## src/cpsp_pkg.sv

```systemverilog
package cpsp_pkg;

    typedef struct packed {
        logic        op;
        logic [31:0] capture_value;
        logic [31:0] now_ms;
    } t_in_item;

    typedef struct packed {
        logic        kind;
        logic [2:0]  mode;
        logic        press_taken;
        logic [26:0] freq_hz;
        logic [7:0]  live_angle;
        logic [9:0]  pulse_one;
        logic [9:0]  pulse_two;
        logic [9:0]  pulse_three;
    } t_out_item;

    typedef enum logic [2:0] {
        MODE_REST     = 3'd0,
        MODE_RECHARGE = 3'd1,
        MODE_SET_ONE  = 3'd2,
        MODE_SET_TWO  = 3'd3,
        MODE_WAIT     = 3'd4,
        MODE_FIRE     = 3'd5
    } t_mode;

    typedef enum logic [3:0] {
        ST_IDLE,
        ST_AVG,
        ST_FREQ,
        ST_ANGLE,
        ST_P1,
        ST_P2,
        ST_P3,
        ST_PRESS,
        ST_OUT
    } t_state;

    localparam logic [2:0] REG_CLOCK_HZ   = 3'd0;
    localparam logic [2:0] REG_FREQ_LOW   = 3'd1;
    localparam logic [2:0] REG_FREQ_HIGH  = 3'd2;
    localparam logic [2:0] REG_DEBOUNCE   = 3'd3;
    localparam logic [2:0] REG_SERVO1_MIN = 3'd4;
    localparam logic [2:0] REG_SERVO1_MAX = 3'd5;

endpackage

```

## src/cpsp_div.sv

```systemverilog
// Restoring divider, one quotient bit per cycle.
module cpsp_div #(
    parameter int NW = 40,
    parameter int DW = 32
) (
    input  logic          i_clk,
    input  logic          i_rst_n,
    input  logic          i_start,
    input  logic [NW-1:0] i_num,
    input  logic [DW-1:0] i_den,
    output logic          o_done,
    output logic [NW-1:0] o_quot
);
    import cpsp_pkg::*;

    localparam int CW = $clog2(NW + 1);

    logic [NW-1:0] r_q;
    logic [DW:0]   r_rem;
    logic [DW-1:0] r_den;
    logic [CW-1:0] r_cnt;
    logic          r_busy;
    logic          r_done;
    logic [DW:0]   w_trial;
    logic [DW:0]   w_diff;

    assign w_trial = {r_rem[DW-1:0], r_q[NW-1]};
    assign w_diff  = w_trial - {1'b0, r_den};

    always_ff @(posedge i_clk) begin
        if (!i_rst_n) begin
            r_busy <= 1'b0;
            r_done <= 1'b0;
        end else begin
            r_done <= 1'b0;
            if (i_start) begin
                r_busy <= 1'b1;
                r_q    <= i_num;
                r_den  <= i_den;
                r_rem  <= '0;
                r_cnt  <= CW'(NW);
            end else if (r_busy) begin
                if (!w_diff[DW]) begin
                    r_rem <= w_diff;
                    r_q   <= {r_q[NW-2:0], 1'b1};
                end else begin
                    r_rem <= w_trial;
                    r_q   <= {r_q[NW-2:0], 1'b0};
                end
                r_cnt <= r_cnt - 1'b1;
                if (r_cnt == CW'(1)) begin
                    r_busy <= 1'b0;
                    r_done <= 1'b1;
                end
            end
        end
    end

    assign o_done = r_done;
    assign o_quot = r_q;
endmodule

```

## src/capture_period_to_servo_pulses_unit.sv

```systemverilog
// Channel | direction | handshake       | payload
// in      | input     | i_valid/o_stall | cpsp_pkg::t_in_item
// out     | output    | o_valid/i_stall | cpsp_pkg::t_out_item
// cfg     | input     | i_cfg_we        | i_cfg_index, i_cfg_data
//
// A capture edge after the first makes six passes through one shared restoring
// divider (average, frequency, angle, three pulse scales); each pass starts the
// divider, which hands its 40-bit quotient on when done. The next item is taken
// only after the result has been loaded into the output register. A press takes
// one pass. A first edge is only stored and does not stall the input.
// Reset is synchronous, active low, and restores the state, configuration and
// handshake registers; the output payload and working data are not reset.
// The input stalls while an item is in work; a finished item holds in the last
// step while the previous result is still stalled at the output.
module capture_period_to_servo_pulses_unit #(
    parameter int WINDOW = 10
) (
    input  logic                 i_clk,
    input  logic                 i_rst_n,
    input  logic                 i_valid,
    output logic                 o_stall,
    input  cpsp_pkg::t_in_item   i_data,
    output logic                 o_valid,
    input  logic                 i_stall,
    output cpsp_pkg::t_out_item  o_data,
    input  logic                 i_cfg_we,
    input  logic [2:0]           i_cfg_index,
    input  logic [26:0]          i_cfg_data
);
    import cpsp_pkg::*;

    localparam int PW = (WINDOW > 1) ? $clog2(WINDOW) : 1;
    localparam int FW = $clog2(WINDOW + 1);
    localparam int TW = 32 + FW;
    localparam int NW = 40;
    localparam int DW = 32;

    // configuration
    logic [26:0] r_clock_hz, r_freq_low, r_freq_high;
    logic [15:0] r_debounce;
    logic [7:0]  r_s1_min, r_s1_max;

    // block state
    logic [31:0] r_prev;
    logic        r_have_first;
    logic [31:0] r_win [WINDOW];
    logic [PW-1:0] r_pos;
    logic [FW-1:0] r_fill;
    logic [TW-1:0] r_total;
    t_mode       r_mode;
    logic [7:0]  r_held1, r_held2;
    logic [31:0] r_last_press;
    logic [26:0] r_last_freq;

    // sequencer
    t_state      r_state, n_state;
    t_out_item   r_out;
    logic        r_out_valid;
    logic [7:0]  r_live;
    logic        r_press_item;
    logic        r_taken;
    t_mode       r_old_mode;
    logic        r_avg_zero;
    logic [9:0]  r_p1, r_p2, r_p3;
    logic        r_kick;
    logic        w_enter;

    // divider
    logic [NW-1:0] w_num;
    logic [DW-1:0] w_den;
    logic          w_done;
    logic [NW-1:0] w_quot;

    cpsp_div #(.NW(NW), .DW(DW)) u_div (
        .i_clk  (i_clk),
        .i_rst_n(i_rst_n),
        .i_start(r_kick),
        .i_num  (w_num),
        .i_den  (w_den),
        .o_done (w_done),
        .o_quot (w_quot)
    );

    logic w_accept;
    assign o_stall  = (r_state != ST_IDLE);
    assign w_accept = i_valid && !o_stall;

    // debounce test, wrapping time difference
    logic w_press_ok;
    assign w_press_ok = (i_data.now_ms - r_last_press) > 32'(r_debounce);

    logic [31:0] w_period;
    assign w_period = i_data.capture_value - r_prev;

    // clamp of the last frequency for the angle map
    logic [26:0] w_fx;
    logic [26:0] w_dx;
    logic        w_band_ok;
    assign w_band_ok = r_freq_high > r_freq_low;
    always_comb begin
        w_fx = r_last_freq;
        if (w_fx < r_freq_low)  w_fx = r_freq_low;
        if (w_fx > r_freq_high) w_fx = r_freq_high;
    end
    assign w_dx = w_fx - r_freq_low;

    // 180*x = 128x + 32x + 16x + 4x
    logic [NW-1:0] w_x180;
    assign w_x180 = (NW'(w_dx) << 7) + (NW'(w_dx) << 5)
                  + (NW'(w_dx) << 4) + (NW'(w_dx) << 2);

    logic [7:0] w_angle_q;
    assign w_angle_q = w_band_ok ? w_quot[7:0] : 8'd0;

    // servo angle for the pulse currently being scaled
    logic [7:0] w_ang, w_lo, w_hi, w_a;
    always_comb begin
        w_lo = 8'd0;
        w_hi = 8'd180;
        unique case (r_state)
            ST_P1: begin
                w_lo = (r_s1_min > 8'd180) ? 8'd180 : r_s1_min;
                w_hi = (r_s1_max > 8'd180) ? 8'd180 : r_s1_max;
                if (r_mode == MODE_REST || r_mode == MODE_RECHARGE) w_ang = r_s1_max;
                else if (r_mode == MODE_SET_ONE) w_ang = r_live;
                else w_ang = r_held1;
            end
            ST_P2: w_ang = (r_mode == MODE_SET_TWO) ? r_live : r_held2;
            default: w_ang = (r_mode == MODE_REST || r_mode == MODE_FIRE) ? 8'd180 : 8'd90;
        endcase
        w_a = w_ang;
        if (w_a < w_lo) w_a = w_lo;
        if (w_a > w_hi) w_a = w_hi;
    end

    // 750*a = 512a + 256a - 16a - 2a
    logic [NW-1:0] w_x750;
    assign w_x750 = (NW'(w_a) << 9) + (NW'(w_a) << 8)
                  - (NW'(w_a) << 4) - (NW'(w_a) << 1);

    // divider operands per step, stable through the start cycle
    always_comb begin
        w_num = w_x750;
        w_den = DW'(180);
        unique case (r_state) inside
            ST_AVG: begin
                w_num = NW'(r_total);
                w_den = DW'(r_fill);
            end
            ST_FREQ: begin
                w_num = NW'(r_clock_hz);
                w_den = w_quot[DW-1:0];
            end
            ST_ANGLE, ST_PRESS: begin
                w_num = w_x180;
                w_den = DW'(r_freq_high - r_freq_low);
            end
            default: ;
        endcase
    end

    // next state and divider kick
    always_comb begin
        n_state = r_state;
        unique case (r_state)
            ST_IDLE: if (w_accept) begin
                if (i_data.op) n_state = ST_PRESS;
                else if (r_have_first) n_state = ST_AVG;
            end
            ST_AVG:   if (w_done) n_state = ST_FREQ;
            ST_FREQ:  if (w_done) n_state = ST_ANGLE;
            ST_ANGLE: if (w_done) n_state = ST_P1;
            ST_P1:    if (w_done) n_state = ST_P2;
            ST_P2:    if (w_done) n_state = ST_P3;
            ST_P3:    if (w_done) n_state = ST_OUT;
            ST_PRESS: if (w_done) n_state = ST_OUT;
            ST_OUT:   if (!(r_out_valid && i_stall)) n_state = ST_IDLE;
            default:  n_state = ST_IDLE;
        endcase
        w_enter = (n_state != r_state) && (n_state != ST_IDLE) && (n_state != ST_OUT);
    end

    always_ff @(posedge i_clk) begin
        if (!i_rst_n) r_state <= ST_IDLE;
        else          r_state <= n_state;
    end

    always_ff @(posedge i_clk) begin
        if (!i_rst_n) begin
            r_clock_hz   <= 27'd32000000;
            r_freq_low   <= 27'd29000;
            r_freq_high  <= 27'd62000;
            r_debounce   <= 16'd200;
            r_s1_min     <= 8'd40;
            r_s1_max     <= 8'd125;
            r_prev       <= '0;
            r_have_first <= 1'b0;
            r_pos        <= '0;
            r_fill       <= '0;
            r_total      <= '0;
            r_mode       <= MODE_REST;
            r_held1      <= 8'd90;
            r_held2      <= 8'd90;
            r_last_press <= '0;
            r_last_freq  <= '0;
            r_out_valid  <= 1'b0;
            r_kick       <= 1'b0;
            for (int i = 0; i < WINDOW; i++) r_win[i] <= '0;
        end else begin
            r_kick <= w_enter;
            if (i_cfg_we) begin
                unique case (i_cfg_index)
                    REG_CLOCK_HZ:   r_clock_hz  <= i_cfg_data;
                    REG_FREQ_LOW:   r_freq_low  <= i_cfg_data;
                    REG_FREQ_HIGH:  r_freq_high <= i_cfg_data;
                    REG_DEBOUNCE:   r_debounce  <= i_cfg_data[15:0];
                    REG_SERVO1_MIN: r_s1_min    <= i_cfg_data[7:0];
                    REG_SERVO1_MAX: r_s1_max    <= i_cfg_data[7:0];
                    default: ;
                endcase
            end

            // load a new result once the output register is free, drop it when taken
            if (r_state == ST_OUT && !(r_out_valid && i_stall)) r_out_valid <= 1'b1;
            else if (r_out_valid && !i_stall)                   r_out_valid <= 1'b0;

            unique case (r_state)
                ST_IDLE: if (w_accept) begin
                    r_press_item <= i_data.op;
                    r_old_mode   <= r_mode;
                    if (i_data.op) begin
                        if (w_press_ok) begin
                            r_taken      <= 1'b1;
                            r_last_press <= i_data.now_ms;
                            unique case (r_mode)
                                MODE_REST:     r_mode <= MODE_RECHARGE;
                                MODE_RECHARGE: r_mode <= MODE_SET_ONE;
                                MODE_SET_ONE:  r_mode <= MODE_SET_TWO;
                                MODE_SET_TWO:  r_mode <= MODE_WAIT;
                                MODE_WAIT:     r_mode <= MODE_FIRE;
                                default:       r_mode <= MODE_REST;
                            endcase
                        end else begin
                            r_taken <= 1'b0;
                        end
                    end else begin
                        r_taken <= 1'b0;
                        if (!r_have_first) begin
                            r_prev       <= i_data.capture_value;
                            r_have_first <= 1'b1;
                        end else begin
                            // drop the oldest period, add the new one
                            r_prev       <= i_data.capture_value;
                            r_total      <= r_total - TW'(r_win[r_pos]) + TW'(w_period);
                            r_win[r_pos] <= w_period;
                            r_pos        <= (r_pos == PW'(WINDOW - 1)) ? '0 : r_pos + 1'b1;
                            if (r_fill != FW'(WINDOW)) r_fill <= r_fill + 1'b1;
                        end
                    end
                end
                ST_AVG:   if (w_done) r_avg_zero <= (w_quot == '0);
                ST_FREQ:  if (w_done) r_last_freq <= r_avg_zero ? 27'd0 : w_quot[26:0];
                ST_ANGLE: if (w_done) r_live <= w_angle_q;
                ST_P1:    if (w_done) r_p1 <= w_quot[9:0] + 10'd150;
                ST_P2:    if (w_done) r_p2 <= w_quot[9:0] + 10'd150;
                ST_P3:    if (w_done) r_p3 <= w_quot[9:0] + 10'd150;
                ST_PRESS: if (w_done) begin
                    if (r_taken && r_old_mode == MODE_SET_ONE) r_held1 <= w_angle_q;
                    if (r_taken && r_old_mode == MODE_SET_TWO) r_held2 <= w_angle_q;
                    r_live <= w_angle_q;
                end
                ST_OUT: if (!(r_out_valid && i_stall)) begin
                    r_out.kind        <= r_press_item;
                    r_out.mode        <= r_mode;
                    r_out.press_taken <= r_press_item & r_taken;
                    r_out.freq_hz     <= r_last_freq;
                    r_out.live_angle  <= r_live;
                    r_out.pulse_one   <= r_press_item ? 10'd0 : r_p1;
                    r_out.pulse_two   <= r_press_item ? 10'd0 : r_p2;
                    r_out.pulse_three <= r_press_item ? 10'd0 : r_p3;
                end
                default: ;
            endcase
        end
    end

    assign o_valid = r_out_valid;
    assign o_data  = r_out;
endmodule

```

## config.mk

```make
export PLATFORM = sky130hd
export DESIGN_NAME = capture_period_to_servo_pulses_unit
export DESIGN_NICKNAME = d
export VERILOG_FILES = /design/src/cpsp_pkg.sv /design/src/cpsp_div.sv /design/src/capture_period_to_servo_pulses_unit.sv
export SDC_FILE = /design/constraint.sdc
export NUM_CORES = 2
export LEC_CHECK = 0
export BUFFER_PORTS_ARGS = -buffer_cell sky130_fd_sc_hd__buf_2
export CORE_ASPECT_RATIO = 0.75
export CORE_UTILIZATION = 35
export CTS_CLUSTER_SIZE = 10
export DETAILED_ROUTE_END_ITERATION = 8
export GPL_TIMING_DRIVEN = 0
export PLACE_DENSITY = 0.58
export SETUP_SLACK_MARGIN = 0.15
export SYNTH_ARGS = -nofsm -noshare
export SYNTH_HDL_FRONTEND = slang
export SYNTH_SLANG_ARGS = --single-unit
export TNS_END_PERCENT = 20
```

## constraint.sdc

```tcl
create_clock -name i_clk -period 10.45 [get_ports i_clk]
set_input_delay 2.09 -clock i_clk [delete_from_list [all_inputs] [get_ports i_clk]]
set_output_delay 2.09 -clock i_clk [all_outputs]
set_load 0.02 [all_outputs]
```

Yosys cells after proc, flatten, opt, wreduce, memory -nomap -nowiden

Memory sizes are Yosys's and may differ from the RTL's. A register that Yosys moved wholly into a read port is not among the register bits.
Index checks and enable logic that the tools add are counted.

Reduce and logical (&&, ||, !) cells: 47
Eq/ne operators: 25
Add/subtract/negate cells: 17
Multiplexer cells: 55
Bitwise gates (word level): 5
Magnitude comparators: 8

Operators by type and width:

| kind                                                       | count |
|---|---|
| 40-bit one-hot mux with 3 select lines                     | 1 |
| 32-bit two-way mux                                         | 3 |
| 32-bit one-hot mux with 3 select lines                     | 1 |
| 8-bit two-way mux                                          | 11 |
| 27-bit two-way mux                                         | 3 |
| 40-bit two-way mux                                         | 2 |
| 32-bit subtractor                                          | 2 |
| 4-bit two-way mux                                          | 14 |
| 27-bit greater-than comparator                             | 2 |
| 40-bit zero test                                           | 1 |
| 36-bit by 29-bit adder with 37-bit output                  | 1 |
| 35-bit by 31-bit adder with 36-bit output                  | 1 |
| 36-bit by 32-bit adder with 36-bit output                  | 1 |
| 36-bit by 32-bit subtractor with 36-bit output             | 1 |
| 34-bit by 32-bit adder with 35-bit output                  | 1 |
| 33-bit by 32-bit subtractor with 33-bit output             | 1 |
| 32-bit by 16-bit greater-than comparator with 1-bit output | 1 |
| 4-bit one-hot mux with 8 select lines                      | 1 |
| 32-bit OR reduction                                        | 1 |
| 3-bit AND reduction                                        | 10 |
| 27-bit by 27-bit subtractor with 28-bit output             | 1 |
| 27-bit less-than comparator                                | 1 |
| 27-bit subtractor                                          | 1 |
| 19-bit by 10-bit subtractor with 20-bit output             | 1 |
| other kinds (36)                                           | 94 |

Input port bits: 100
Memories: 1
Bits in registers: 500
Output and inout port bits: 72
Bits in writable memories: 320
Word-level logic and storage cells: 199

Memories:

| name  | words | width | rd ports | clocked after memory_dff | wr ports | RTL line                                  | source |
|---|---|---|---|---|---|---|---|
| r_win | 10    | 32    | 1        | 1                        | 10       | capture_period_to_servo_pulses_unit.sv:46 | `logic [31:0] r_win [WINDOW];` |

Longest topological paths before layout

Depth after elaboration: 13
Depth in mapped cells: 49
Gate-level depth less buffers: 47

Hierarchy

Synthesis repeated with hierarchy kept, for this count alone.

Cells, all modules: 5517
Area total of the unflattened synthesis: 57760.4 sq um

Modules (own cells, without submodules):

| module                              | instances | sequential area each (sq um) | area each (sq um) | cells an instance |
|---|---|---|---|---|
| capture_period_to_servo_pulses_unit | 1         | 24363.4                      | 51289.2           | 4938 |
| cpsp_div                            | 1         | 3343.2                       | 6471.2            | 579 |

Least setup slack after synthesis

No wires, ideal clock.

Path kind: register to register
Start point: register r_freq_low[8]
End point: register u_div.r_q[34], in the netlist u_div.o_quot[34] (data pin)
Clock period less this slack: 9.744 ns
Path buffers: 2
Library setup time: 0.262 ns
Setup slack: 0.706 ns
Arrival time: 9.482 ns
Data required time: 10.188 ns
Stages on the path, launching flop included: 47
Cells stage by stage: dfxtp_1 > inv_1 > ha_1 > a2111o_1 > a211oi_1 > o21ai_0 > a21oi_1 > o2111ai_1 > clkbuf_1 > nand2_1 > o21ai_0 > ha_1 > a21oi_1 > o21ai_0 > nor2b_1 > a2111oi_0 > a211oi_1 > o21ai_1 > [11 not listed] > xor2_1 > inv_1 > ha_1 > xnor2_1 > fa_1 > inv_1 > ha_1 > a21o_1 > a21o_1 > a21o_1 > a21o_1 > a22o_1 > a31o_2 > o221ai_1 > o21a_1 > nor3_1 > a311oi_1 > o21ai_2

Word-level cells in the longest chain between the ends: 10

RTL lines:

| element                                       | RTL line                                   | source |
|---|---|---|
| from (decl)                                   | capture_period_to_servo_pulses_unit.sv:39  | `logic [26:0] r_clock_hz, r_freq_low, r_freq_high;` |
| from (signal assigned)                        | capture_period_to_servo_pulses_unit.sv:214 | `REG_FREQ_LOW: r_freq_low <= i_cfg_data;` |
| 27-bit less-than comparator                   | capture_period_to_servo_pulses_unit.sv:102 | `if (w_fx < r_freq_low) w_fx = r_freq_low;` |
| 27-bit two-way mux                            | capture_period_to_servo_pulses_unit.sv:102 |  |
| 27-bit greater-than comparator                | capture_period_to_servo_pulses_unit.sv:103 | `if (w_fx > r_freq_high) w_fx = r_freq_high;` |
| 27-bit two-way mux                            | capture_period_to_servo_pulses_unit.sv:103 |  |
| 27-bit subtractor (*)                         | capture_period_to_servo_pulses_unit.sv:105 | `assign w_dx = w_fx - r_freq_low;` |
| 34-bit by 32-bit adder with 35-bit output     | capture_period_to_servo_pulses_unit.sv:109 | `assign w_x180 = (NW'(w_dx) << 7) + (NW'(w_dx) << 5)` |
| 35-bit by 31-bit adder with 36-bit output     | capture_period_to_servo_pulses_unit.sv:110 | `+ (NW'(w_dx) << 4) + (NW'(w_dx) << 2);` |
| 36-bit by 29-bit adder with 37-bit output (*) | capture_period_to_servo_pulses_unit.sv:110 |  |
| 40-bit one-hot mux with 3 select lines (*)    | capture_period_to_servo_pulses_unit.sv:145 | `unique case (r_state) inside` |
| 40-bit two-way mux (*)                        | cpsp_div.sv:36                             | `if (i_start) begin` |
| to (signal assigned)                          | cpsp_div.sv:38                             | `r_q <= i_num;` |
| to (signal assigned)                          | cpsp_div.sv:45                             | `r_q <= {r_q[NW-2:0], 1'b1};` |
| to (signal assigned)                          | cpsp_div.sv:48                             | `r_q <= {r_q[NW-2:0], 1'b0};` |
| to (decl)                                     | cpsp_div.sv:18                             | `logic [NW-1:0] r_q;` |

Every way passes the cells marked *; elsewhere a longest branch is shown, timed or not.
A chain may end at the register's enable or synchronous reset.

Final worst setup path

Start point: register r_freq_low[9]
End point: register u_div.r_q[27], in the netlist u_div.o_quot[27] (data pin)

Same word-level chain as after synthesis.

==> results.py <==
metrics = {
    "status": {
        "status": "complete, no violations",
    },
    "routing": {
        "antenna_left": 0,
        "drc": 0,
        "drt-total-wl_um": 185000,
        "drt_first_pass_iters": 5,
        "first_iter_violations": 4873,
        "vias": 44200,
        "routed_via_density": 5.46,
        "wl_per_cell_um": 22.9,
    },
    "setup_path": {
        "startpoint": "r_freq_low[9]$_SDFFE_PN0P_",
        "startpoint_type": "register",
        "cp.required_ns": 10.93,
        "reg2reg_setup_slack_ns": 0.52,
        "cpMaxStageDelayCell": "fa_1",
        "rr_startpoint": "r_freq_low[9]$_SDFFE_PN0P_",
        "endpoint_kind": "register",
        "slowest_delay_ns": 0.45,
        "cp_data_arrival_time_ns": 10.41,
        "critPathKind": "reg2reg",
        "crit_path_max_fanout": 10,
    },
    "placement": {
        "place.gp.congestion": 0.926,
        "port_buffers": 170,
        "place_hpwl_um": 139000,
    },
    "logic_synthesis": {
        "ys_seq_area_share_pct": 48.4,
        "synthCells": 5502,
        "ys.flop_type": "edfxtp_1",
        "ys_warn_count": 0,
        "syn_area_per_cell_um2": 10.4,
        "syn_nets": 6014,
        "async_flop_share_pct": 0,
        "synthSimpleGateAreaFrac_pct": 13.7,
        "synth_area_mm2": 0.0573,
        "muxShareOfSynthArea_pct": 7.15,
        "synth_edf_count": 736,
        "synth_xor_area_share_pct": 3.40,
        "synth.distinct_cells": 92,
        "synthAdderAreaFrac_pct": 10.0,
        "synth_top_family_by_area": "simple AND/OR/NAND/NOR gates",
        "synth-seq-cells": 1016,
        "synth_compound_area_share_pct": 12.4,
    },
    "cts": {
        "root_buffer": "clkbuf_16",
        "cts.sinks": 1016,
        "clkTransAtPathRegs_ns": 0.06,
        "cts_buffer_depth": 3,
        "cts_tree": "built",
        "cts.hold.buffers_added": 0,
        "htree_levels": 3,
        "insertion_delay_ns": 0.76,
        "cts_buffers": 115,
    },
    "finish": {
        "final_cell_mix": "736 x edfxtp_1, 612 x nand2_1, 566 x nor2_1, 465 x inv_1, 429 x a21oi_1",
        "area_delta_synth_final_pct": 14.6,
        "fillers": 15700,
        "multiInputGateArea_mm2": 0.0274,
        "nNetsFinal": 6357,
        "regArea_mm2": 0.0277,
        "layout-drive-gt1-share_pct": 11.6,
        "final_common_cell": "edfxtp_1",
    },
    "timing": {
        "setup_violations": 0,
        "clock_skew_ns": 0.0474,
        "timing.fmax_mhz": 101,
        "period_minus_slack_ns": 9.93,
        "tightest_slew_ns": 1.38,
        "relSlewSlack_pct": 7.91,
        "final_hold_viol_count": 0,
        "holdWs_ns": 0.455,
        "rsz0062_at_grt": "no",
        "period_share_pct": 95.0,
        "report.final.slew_viol_count": 0,
    },
    "floorplanning": {
        "num_rows": 128,
        "die_w_um": 469,
        "die-height_um": 352,
        "die-area_mm2": 0.165,
        "initial_core_util_pct": 35.3,
        "num_io_pins": 172,
        "core_mm2": 0.162,
    },
    "grt": {
        "grt_usage_pct": 21.9,
        "grt_util_met3_pct": 4.62,
        "busiest_layer": "met2",
        "grt_max_degree": 36,
        "met1_usage_pct": 32.2,
        "met2_usage_pct": 32.6,
        "grt_pass1_vias": 42300,
        "grt-ovfl-total": 0,
        "grt_pass1_wl_um": 274000,
        "antenna_found_initial": 10,
    },
    "worst_hold_path": {
        "min_from": "r_prev[9]$_SDFFE_PN0P_",
        "hp-class": "reg2reg",
    },
    "power_and_ir_drop": {
        "combPwrFrac_pct": 54.2,
        "p_leak_uw": 0.0242,
        "peakVddDrop_uv": 473,
        "p_switching_uw": 7550,
        "swShare_pct": 41.6,
        "p_per_area_mw_per_mm2": 276,
        "pwr-share-seq_pct": 24.7,
        "internal-power_uw": 10600,
        "pwr-share-clk_pct": 21.1,
        "total_power_uw": 18200,
    },
    "job": {
        "drv_cap": 0,
    },
}
[final cells by class]
type / count / share of cell area (%)
Sequential cell: 1016 / 42.2
Inverter: 476 / 2.73
Timing Repair Buffer: 225 / 2.37
Buffer: 261 / 1.63
Clock buffer: 191 / 4.89
Clock inverter: 12 / 0.337
Antenna cell: 6 / 0.0229
Tap cell: 2145 / 4.09
Multi-Input combinational cell: 3750 / 41.7
[critical path, delay by kind of cell (launching register included)]
| family | cells | cell delay [ns] |
|---|---|---|
| xor gates and xnor gates | 3 | 0.77 |
| and+or+nand+nor | 4 | 0.43 |
| buffers and inverters | 8 | 1.05 |
| DFF | 1 | 0.34 |
| AOI/OAI and AO/OA | 27 | 5.23 |
| adders and majority gates | 6 | 1.84 |
[what timing repair did]
action,4_1_cts,5_1_grt
pin swaps,12,39
resized for setup,47,118
endpoints found under the setup margin,24,24
buffers inserted,12,17
gates cloned,0,4
endpoints found under the hold margin,0,0
[state kept, by name, indices dropped and copies added, names as in the netlist, 6 cells and up, named ones only]
signal / cells
r_win: 512
r_freq_high: 27
r_prev: 32
r_p1: 10
r_last_freq: 27
o_data: 70
r_debounce: 16
r_live: 8
u_div.o_quot: 40
r_p2: 10
r_total: 36
r_s1_min: 8
u_div.r_cnt: 6
r_clock_hz: 27
r_held1: 8
u_div.r_rem: 32
r_p3: 10
u_div.r_den: 32
r_held2: 8
r_freq_low: 27
r_s1_max: 8
r_last_press: 32
[synth_stat cells, types with 36 or more instances]
master	n	share of area, %
edfxtp_1	736	39
nand2_1	621	4.1
nor2_1	578	3.8
inv_1	475	3.1
a21oi_1	439	3.8
ha_1	335	7.3
dfxtp_1	280	9.8
o21ai_0	244	2.1
clkbuf_1	224	1.5
mux4_2	160	6.3
xnor2_1	148	2.3
nand3_1	112	0.98
a21o_1	105	1.4
nor3_1	79	0.69
fa_1	77	2.7
nor2b_1	75	0.82
xor2_1	72	1.1
nand2b_1	52	0.57
nand4_1	52	0.57
o211ai_1	41	0.54
mux2i_1	39	0.68
o21a_1	38	0.50
nor3b_1	36	0.47
[logic make-up after synthesis]
| family | after synthesis |
|---|---|
| buffers and inverters | 737 |
| AND/OR/NAND/NOR | 1752 |
| XOR/XNOR | 221 |
| adder cells (fa/ha/maj) | 414 |
| multiplexers | 208 |
| AO/OA/AOI/OAI | 1154 |
| flip-flops | 1016 |
[routing by layer]
layer	vias to the layer above	part of all wire, %
met5	-	0.0070
met4	2	2.7
met3	284	9.6
met2	1927	43
met1	21500	45
li1	20400	-
[through the flow]
step                      setup slack, ns  setup TNS [ns]  instances  instance area, um^2  utilization (%)
after floorplan                     0.706               0       5502                57300                -
after global placement              -1.98          -26.55       7817                60800             37.5
after detailed placement            -1.95          -25.31       7840                61400             37.8
after CTS                           0.161               0       8055                65100             40.1
after global routing                0.112               0       8077                65700             40.4
final                               0.519               0       8082                65700             40.4
[power by group through the flow]
stage               clock network (uW)  registers [uW]  logic [uW]
global route                      4050            4490       10800
floorplan                            0            4540        6950
CTS                               3890            4480        9320
global placement                     0            4570        8930
detailed placement                   0            4570        8970
finish                            3840            4490        9830
[worst paths after layout]
path	end	depth (start not counted)
worst max-delay path	u_div.o_quot[27]$_DFFE_PP_	48
worst max register to register	u_div.o_quot[27]$_DFFE_PP_	48
worst min-delay path	r_prev[9]$_SDFFE_PN0P_	2
worst min register to register	r_prev[9]$_SDFFE_PN0P_	2
Power figures use the tool's default switching activity.
